### config.mk
export PLATFORM = sky130hd
export DESIGN_NAME = tccw_seq
export DESIGN_NICKNAME = d
export VERILOG_FILES = /design/src/hdl/tccw_pkg.sv /design/src/hdl/tccw_step_unit.sv /design/src/hdl/tccw_seq.sv
export SDC_FILE = /design/constraint.sdc
export NUM_CORES = 1
export LEC_CHECK = 0
export BUFFER_PORTS_ARGS = -buffer_cell sky130_fd_sc_hd__clkbuf_2
export CORE_MARGIN = 5
export CORE_UTILIZATION = 45
export DETAILED_ROUTE_END_ITERATION = 7
export PLACE_DENSITY = 0.65
export SYNTH_ARGS = -nofsm -noshare
export SYNTH_HDL_FRONTEND = slang
export SYNTH_SLANG_ARGS = --single-unit
export TNS_END_PERCENT = 30
### constraint.sdc
create_clock -name aclk -period 6.1 [get_ports aclk]
set_clock_uncertainty 0.05 [all_clocks]
set_input_delay 0.305 -clock aclk [delete_from_list [all_inputs] [get_ports aclk]]
set_output_delay 0.305 -clock aclk [all_outputs]
set_load 0.005 [all_outputs]
### src/hdl/tccw_pkg.sv
// Shared types and constants for the text console character writer.
// Depends on nothing; every other file in hdl but tccw_ram refers to it by scoped names.
`default_nettype none

package tccw_pkg;

    // Field widths of the stream items
    localparam int OP_W   = 2;
    localparam int CHAR_W = 8;
    localparam int ATTR_W = 8;
    localparam int CELL_W = CHAR_W + ATTR_W;
    localparam int XF_W   = 7;
    localparam int YF_W   = 5;
    localparam int OFF_W  = 11;

    // Operand width of the shared subtract unit: covers any column, row or tab step
    localparam int UNIT_W = 8;

    typedef enum logic [OP_W-1:0] {
        OP_STREAM = 2'd0,
        OP_WRITE  = 2'd1,
        OP_READ   = 2'd2,
        OP_CURSOR = 2'd3
    } opcode_t;

    localparam logic [CHAR_W-1:0] CH_BEL   = 8'h07;
    localparam logic [CHAR_W-1:0] CH_BS    = 8'h08;
    localparam logic [CHAR_W-1:0] CH_HT    = 8'h09;
    localparam logic [CHAR_W-1:0] CH_LF    = 8'h0A;
    localparam logic [CHAR_W-1:0] CH_VT    = 8'h0B;
    localparam logic [CHAR_W-1:0] CH_FF    = 8'h0C;
    localparam logic [CHAR_W-1:0] CH_CR    = 8'h0D;
    localparam logic [CHAR_W-1:0] CH_SPACE = 8'h20;

    localparam logic [ATTR_W-1:0] RESET_ATTR = 8'h0F;

    // One result item, last field in the lowest bits
    typedef struct packed {
        logic [ATTR_W-1:0] read_attr;
        logic [CHAR_W-1:0] read_char;
        logic [OFF_W-1:0]  cursor_offset;
        logic [YF_W-1:0]   cursor_y;
        logic [XF_W-1:0]   cursor_x;
    } result_t;

endpackage

`default_nettype wire

### src/hdl/tccw_step_unit.sv
// Shared subtract and compare unit used for the tab-stop residue loop.
// Depends on tccw_pkg for the operand width.
`default_nettype none

module tccw_step_unit (
    input  wire logic [tccw_pkg::UNIT_W-1:0] minuend,
    input  wire logic [tccw_pkg::UNIT_W-1:0] subtrahend,
    output logic      [tccw_pkg::UNIT_W-1:0] difference,
    output logic                             no_borrow
);

    logic [tccw_pkg::UNIT_W:0] full_diff;

    assign full_diff  = {1'b0, minuend} - {1'b0, subtrahend};
    assign difference = full_diff[tccw_pkg::UNIT_W-1:0];
    // high bit set means minuend < subtrahend
    assign no_borrow  = ~full_diff[tccw_pkg::UNIT_W];

endmodule

`default_nettype wire

### src/hdl/tccw_seq.sv
// Sequencer of the console: cursor, control-code decode, tab loop, scroll and clear sweeps.
// Depends on tccw_pkg and tccw_step_unit; drives the screen RAM held by the top level.
`default_nettype none

module tccw_seq #(
    parameter int COLUMNS   = 80,
    parameter int ROWS      = 25,
    parameter int HTAB_STEP = 8,
    parameter int VTAB_STEP = 8
) (
    input  wire logic                                  aclk,
    input  wire logic                                  aresetn,
    input  wire logic                                  in_valid,
    output logic                                       in_ready,
    input  wire logic [tccw_pkg::OP_W-1:0]             in_opcode,
    input  wire logic [tccw_pkg::CHAR_W-1:0]           in_char,
    input  wire logic [tccw_pkg::XF_W-1:0]             in_x,
    input  wire logic [tccw_pkg::YF_W-1:0]             in_y,
    input  wire logic [tccw_pkg::ATTR_W-1:0]           text_attr,
    input  wire logic                                  out_free,
    output logic                                       out_load,
    output tccw_pkg::result_t                          out_result,
    output logic                                       mem_wr_en,
    output logic [$clog2(COLUMNS*ROWS)-1:0]            mem_wr_addr,
    output logic [tccw_pkg::CELL_W-1:0]                mem_wr_data,
    output logic [$clog2(COLUMNS*ROWS)-1:0]            mem_rd_addr,
    input  wire logic [tccw_pkg::CELL_W-1:0]           mem_rd_data
);

    localparam int CELLS = COLUMNS * ROWS;
    localparam int AW    = $clog2(CELLS);
    localparam int CW    = $clog2(COLUMNS);
    localparam int RW    = $clog2(ROWS);
    localparam int XW    = $clog2(COLUMNS + HTAB_STEP + 1);
    localparam int YW    = $clog2(ROWS + VTAB_STEP + 1);
    localparam int UW    = tccw_pkg::UNIT_W;

    typedef enum logic [6:0] {
        ST_IDLE   = 7'b0000001,
        ST_TAB    = 7'b0000010,
        ST_READ   = 7'b0000100,
        ST_SCROLL = 7'b0001000,
        ST_BLANK  = 7'b0010000,
        ST_CLEAR  = 7'b0100000,
        ST_RESP   = 7'b1000000
    } state_t;

    state_t                       state_reg, state_next;
    logic [CW-1:0]                col_reg, col_next;
    logic [RW-1:0]                row_reg, row_next;
    logic [UW-1:0]                tmp_reg, tmp_next;
    logic                         horiz_reg, horiz_next;
    logic [AW-1:0]                scan_reg, scan_next;
    logic                         cp_valid_reg, cp_valid_next;
    logic [AW-1:0]                cp_dst_reg, cp_dst_next;
    logic [tccw_pkg::ATTR_W-1:0]  blank_attr_reg, blank_attr_next;
    logic                         reply_reg, reply_next;
    logic [tccw_pkg::CHAR_W-1:0]  rd_char_reg, rd_char_next;
    logic [tccw_pkg::ATTR_W-1:0]  rd_attr_reg, rd_attr_next;

    logic [AW-1:0]     cur_addr;
    logic [AW-1:0]     in_addr;
    logic              in_range;
    logic [UW-1:0]     step_sel;
    logic [UW-1:0]     unit_diff;
    logic              unit_ge;
    logic [UW-1:0]     tab_adv;
    logic [XW-1:0]     col_sum;
    logic              fin_en;
    logic [YW-1:0]     fin_row;
    logic [YW-1:0]     row_plus1;

    assign cur_addr  = AW'(row_reg) * AW'(COLUMNS) + AW'(col_reg);
    assign in_addr   = AW'(in_y) * AW'(COLUMNS) + AW'(in_x);
    assign in_range  = ({1'b0, in_x} < 8'(COLUMNS)) && ({1'b0, in_y} < 6'(ROWS));
    assign row_plus1 = YW'(row_reg) + YW'(1);

    assign step_sel = horiz_reg ? UW'(HTAB_STEP) : UW'(VTAB_STEP);
    assign tab_adv  = step_sel - tmp_reg;

    tccw_step_unit u_step (
        .minuend    (tmp_reg),
        .subtrahend (step_sel),
        .difference (unit_diff),
        .no_borrow  (unit_ge)
    );

    always_comb begin
        state_next      = state_reg;
        col_next        = col_reg;
        row_next        = row_reg;
        tmp_next        = tmp_reg;
        horiz_next      = horiz_reg;
        scan_next       = scan_reg;
        cp_valid_next   = cp_valid_reg;
        cp_dst_next     = cp_dst_reg;
        blank_attr_next = blank_attr_reg;
        reply_next      = reply_reg;
        rd_char_next    = rd_char_reg;
        rd_attr_next    = rd_attr_reg;
        mem_wr_en       = 1'b0;
        mem_wr_addr     = cur_addr;
        mem_wr_data     = {text_attr, in_char};
        mem_rd_addr     = in_addr;
        out_load        = 1'b0;
        fin_en          = 1'b0;
        fin_row         = YW'(row_reg);
        col_sum         = XW'(col_reg) + XW'(1);
        in_ready        = (state_reg == ST_IDLE);

        case (state_reg)
            ST_IDLE: begin
                if (in_valid) begin
                    blank_attr_next = text_attr;
                    rd_char_next    = '0;
                    rd_attr_next    = '0;
                    state_next      = ST_RESP;
                    case (tccw_pkg::opcode_t'(in_opcode))
                        tccw_pkg::OP_WRITE: begin
                            mem_wr_en   = in_range;
                            mem_wr_addr = in_addr;
                        end
                        tccw_pkg::OP_READ: begin
                            if (in_range) begin
                                state_next = ST_READ;
                            end
                        end
                        tccw_pkg::OP_CURSOR: begin
                            col_next = ({1'b0, in_x} < 8'(COLUMNS)) ? in_x[CW-1:0]
                                                                    : CW'(COLUMNS - 1);
                            row_next = ({1'b0, in_y} < 6'(ROWS)) ? in_y[RW-1:0]
                                                                 : RW'(ROWS - 1);
                        end
                        tccw_pkg::OP_STREAM: begin
                            case (in_char)
                                tccw_pkg::CH_CR: begin
                                    col_next = '0;
                                end
                                tccw_pkg::CH_LF: begin
                                    col_next = '0;
                                    fin_en   = 1'b1;
                                    fin_row  = row_plus1;
                                end
                                tccw_pkg::CH_HT: begin
                                    tmp_next   = UW'(col_reg);
                                    horiz_next = 1'b1;
                                    state_next = ST_TAB;
                                end
                                tccw_pkg::CH_VT: begin
                                    tmp_next   = UW'(row_reg);
                                    horiz_next = 1'b0;
                                    state_next = ST_TAB;
                                end
                                tccw_pkg::CH_FF: begin
                                    col_next   = '0;
                                    row_next   = '0;
                                    scan_next  = '0;
                                    reply_next = 1'b1;
                                    state_next = ST_CLEAR;
                                end
                                tccw_pkg::CH_BS, tccw_pkg::CH_BEL: begin
                                    state_next = ST_RESP;
                                end
                                default: begin
                                    // printable: store at the cursor, then advance with wrap
                                    mem_wr_en = 1'b1;
                                    fin_en    = 1'b1;
                                    if (col_sum >= XW'(COLUMNS)) begin
                                        col_next = '0;
                                        fin_row  = row_plus1;
                                    end else begin
                                        col_next = col_sum[CW-1:0];
                                    end
                                end
                            endcase
                        end
                        default: begin
                            state_next = ST_RESP;
                        end
                    endcase
                end
            end

            ST_TAB: begin
                // strip whole steps off until the residue is left
                if (unit_ge) begin
                    tmp_next = unit_diff;
                end else begin
                    fin_en = 1'b1;
                    if (horiz_reg) begin
                        col_sum = XW'(col_reg) + XW'(tab_adv);
                        if (col_sum >= XW'(COLUMNS)) begin
                            col_next = '0;
                            fin_row  = row_plus1;
                        end else begin
                            col_next = col_sum[CW-1:0];
                        end
                    end else begin
                        fin_row = YW'(row_reg) + YW'(tab_adv);
                    end
                end
            end

            ST_READ: begin
                rd_char_next = mem_rd_data[tccw_pkg::CHAR_W-1:0];
                rd_attr_next = mem_rd_data[tccw_pkg::CELL_W-1:tccw_pkg::CHAR_W];
                state_next   = ST_RESP;
            end

            ST_SCROLL: begin
                // read one row ahead, write the previous read one row up
                mem_wr_en   = cp_valid_reg;
                mem_wr_addr = cp_dst_reg;
                mem_wr_data = mem_rd_data;
                if (scan_reg == AW'(CELLS - COLUMNS)) begin
                    cp_valid_next = 1'b0;
                    state_next    = ST_BLANK;
                end else begin
                    mem_rd_addr   = scan_reg + AW'(COLUMNS);
                    cp_valid_next = 1'b1;
                    cp_dst_next   = scan_reg;
                    scan_next     = scan_reg + AW'(1);
                end
            end

            ST_BLANK: begin
                mem_wr_en = 1'b1;
                if (cp_valid_reg) begin
                    // drain the last copy first
                    mem_wr_addr = cp_dst_reg;
                    mem_wr_data = mem_rd_data;
                end else begin
                    mem_wr_addr = scan_reg;
                    mem_wr_data = {blank_attr_reg, tccw_pkg::CH_SPACE};
                    if (scan_reg == AW'(CELLS - 1)) begin
                        state_next = ST_RESP;
                    end else begin
                        scan_next = scan_reg + AW'(1);
                    end
                end
            end

            ST_CLEAR: begin
                mem_wr_en   = 1'b1;
                mem_wr_addr = scan_reg;
                mem_wr_data = {blank_attr_reg, tccw_pkg::CH_SPACE};
                if (scan_reg == AW'(CELLS - 1)) begin
                    state_next = reply_reg ? ST_RESP : ST_IDLE;
                end else begin
                    scan_next = scan_reg + AW'(1);
                end
            end

            ST_RESP: begin
                if (out_free) begin
                    out_load   = 1'b1;
                    state_next = ST_IDLE;
                end
            end

            default: begin
                state_next = ST_IDLE;
            end
        endcase

        // past the bottom: clamp to the last row and scroll once
        if (fin_en) begin
            if (fin_row >= YW'(ROWS)) begin
                row_next      = RW'(ROWS - 1);
                scan_next     = '0;
                cp_valid_next = 1'b0;
                state_next    = ST_SCROLL;
            end else begin
                row_next   = fin_row[RW-1:0];
                state_next = ST_RESP;
            end
        end
    end

    assign out_result.cursor_x      = tccw_pkg::XF_W'(col_reg);
    assign out_result.cursor_y      = tccw_pkg::YF_W'(row_reg);
    assign out_result.cursor_offset = tccw_pkg::OFF_W'(cur_addr);
    assign out_result.read_char     = rd_char_reg;
    assign out_result.read_attr     = rd_attr_reg;

    always_ff @(posedge aclk) begin
        if (!aresetn) begin
            state_reg      <= ST_CLEAR;
            col_reg        <= '0;
            row_reg        <= '0;
            scan_reg       <= '0;
            cp_valid_reg   <= 1'b0;
            blank_attr_reg <= tccw_pkg::RESET_ATTR;
            reply_reg      <= 1'b0;
        end else begin
            state_reg      <= state_next;
            col_reg        <= col_next;
            row_reg        <= row_next;
            scan_reg       <= scan_next;
            cp_valid_reg   <= cp_valid_next;
            blank_attr_reg <= blank_attr_next;
            reply_reg      <= reply_next;
        end
    end

    always_ff @(posedge aclk) begin
        tmp_reg     <= tmp_next;
        horiz_reg   <= horiz_next;
        cp_dst_reg  <= cp_dst_next;
        rd_char_reg <= rd_char_next;
        rd_attr_reg <= rd_attr_next;
    end

endmodule

`default_nettype wire

==> impl_metrics.json <==
{
  "final_area_mm2": 0.00752,
  "drive_gt1_share_pct": 20.0,
  "clk_path_buf_depth": 2,
  "p_switching_w": 0.000766,
  "crit_path_start_kind": "flop",
  "num_vias": 6487,
  "dr.pass1.iters": 6,
  "power_leakage_nw": 3.26,
  "clock.fmax_mhz": 251,
  "drcViolationCount": 0,
  "power_frac_comb_pct": 39.2,
  "ys_warn_count": 0,
  "grt_pass1_wl_um": 32600,
  "hold_viol_final": 0,
  "grt_pass1_vias": 6077,
  "dp_slack_ns": 2.18,
  "cp.required_ns": 5.74,
  "fillers": 1404,
  "hold_buffers": 0,
  "cts.sink_count": 76,
  "irDropWorstVdd_mv": 0.171,
  "hold_path_depth": 3,
  "place_hpwl_um": 15600,
  "timing.final.setup_violations": 0,
  "core.rowCount": 44,
  "wl_um": 20900,
  "place_area_mm2": 0.00722,
  "drv_slew": 0,
  "cts-root-buf": "clkbuf_16",
  "cts-resized-gates": 0,
  "first_iter_violations": 527,
  "ys_seq_area_share_pct": 28.7,
  "rsz0062_at_grt": "no",
  "hold_path_class": "input pin to flop",
  "n_antenna_cell": 0,
  "clock_latency_ns": 0.35,
  "arrival_ns": 3.62,
  "yosysTopAreaCell": "edfxtp_1",
  "critPathKind": "flop to output pin",
  "htree_num_levels": 3,
  "antenna_found_initial": 0,
  "die_y_um": 131,
  "synth_ff_type": "dfxtp_1",
  "io_pins": 130,
  "core_area_mm2": 0.0144,
  "syn_avg_cell_area_um2": 8.19,
  "ant_nets": 0,
  "endpoint_kind": "output pin",
  "power_switching_share_pct": 38.4,
  "powerDensity_mw_per_mm2": 265,
  "maxCapViolations": 0,
  "seqPwrFrac_pct": 33.4,
  "viasPerCell": 5.99,
  "finalCriticalPeriod_ns": 3.98,
  "critPathMaxFanout": 15,
  "status": "finished clean",
  "timing.final.ws_setup_ns": 2.12,
  "synth-edff-count": 36,
  "start_util_pct": 45.5,
  "r2r_cells": 14,
  "synthCells": 801,
  "slew_headroom_pct": 32.4,
  "io_buffers": 129,
  "finalNetCount": 990,
  "ys_top_cells_by_area": "edfxtp_1, dfxtp_1, ha_1, nand2_1, o21ai_0",
  "syn_area_mm2": 0.00656,
  "place_congestion": 0.932,
  "p_int_w": 0.00123,
  "synthArstFlopShare_pct": 0,
  "area_delta_synth_final_pct": 14.6,
  "cts_buffers": 9,
  "grt_use_total_pct": 24.3,
  "cts_tree": "done",
  "die_area_mm2": 0.0171,
  "setup_tns_ns": 0,
  "synth.distinct_cells": 90,
  "wl_per_cell_um": 19.3,
  "gr-total-overflow": 0,
  "die_x_um": 131,
  "clk_pin_slew_ns": 0.06,
  "tightest_slew_ns": 1.01,
  "clkPwrFrac_pct": 27.4,
  "grt_max_degree": 28,
  "syn_nets": 897,
  "synth_top_area_share_pct": 16.5,
  "cts_post_setup_buffers_inserted": 0,
  "synth_seq_cells": 76,
  "period_share_pct": 65.2
}
kinds of logic (layout without fill, tap and decap cells):
logic type | count (synthesis) | count (layout) | share of synthesized area [%]
simple gates | 313 | 313 | 24.3
compound gates | 236 | 236 | 25.7
buf+inv | 86 | 184 | 5.61
flops | 76 | 76 | 28.7
fa+ha+maj | 46 | 46 | 9.46
xor+xnor | 42 | 42 | 5.89
mux | 2 | 2 | 0.305
path summary, 6_finish.rpt:
check / from / slack (ns) / endpoint
hold / removal: text_attr[3] / 0.13 / blank_attr_reg[3]
hold reg to reg: blank_attr_reg[7] / 0.41 / blank_attr_reg[7]
setup reg to reg: tmp_reg[3] / 2.16 / scan_reg[8]
setup / recovery: state_reg[6] / 2.12 / mem_wr_addr[6]
cells in the mapped netlist (12+ instances only):
cell type	instances
a221o_1	12
a22o_1	15
ha_1	40
nor2_1	65
xnor2_1	29
clkbuf_1	34
o21ai_0	53
inv_1	33
and2_1	23
nand3_1	31
dfxtp_1	40
nor2b_1	12
nand2_1	100
edfxtp_1	36
xor2_1	12
a21oi_1	49
worst max-delay path, cell delays in order (launching register included):
cell and delay [ns]:
dfxtp_1 0.34, nor4_1 0.79, nand3_1 0.44, o21ai_1 0.78, buf_4 0.36, a22oi_1 0.12
nand2_1 0.12, a21oi_1 0.06, a21oi_1 0.13, clkbuf_2 0.13
layer usage:
metal | up-vias | track usage (%) | wire, um
li1 | 3123 | - | -
met3 | 30 | 3.01 | 1270
met2 | 242 | 41.0 | 10400
met4 | 0 | 7.74 | 391
met1 | 3092 | 32.3 | 8810
met5 | - | 0 | 0
final cells by class:
type / instances / area [um^2] / share of cell area (%)
timing repair buffer: 132 / 668 / 8.89
clock inverter: 5 / 61.3 / 0.815
multi-input combinational: 639 / 4310 / 57.3
sequential: 76 / 1880 / 25.0
clock buffer: 11 / 233 / 3.10
tap: 184 / 230 / 3.06
inverter: 36 / 135 / 1.80
metrics by stage:
stage	utilization, %	hold WS, ns	total power, W	cells
floorplan	-	0.338	0.00117	801
global placement	50.1	0.398	0.00145	1067
detailed placement	50.1	0.403	0.00145	1067
CTS	52.1	0.130	0.00199	1083
global route	52.1	0.156	0.00211	1083
finish	52.1	0.134	0.00199	1083
power groups by stage:
stage               clock network [W]  logic, W  registers [W]
global placement                    0  0.000771       0.000675
detailed placement                  0  0.000772       0.000676
CTS                          0.000552  0.000778       0.000665
finish                       0.000545  0.000782       0.000666
global route                 0.000575  0.000864       0.000675
floorplan                           0  0.000547       0.000621
placed cells by master (no fill, tap or decap), types with 12 or more instances in the layout:
cell	count
a21oi_1	49
a221o_1	12
a22o_1	15
and2_1	23
clkbuf_2	129
dfxtp_1	40
edfxtp_1	36
ha_1	40
inv_1	33
nand2_1	100
nand3_1	31
nor2_1	65
nor2b_1	12
o21ai_0	53
xnor2_1	29
xor2_1	12
(Power assumes the default switching activity.)
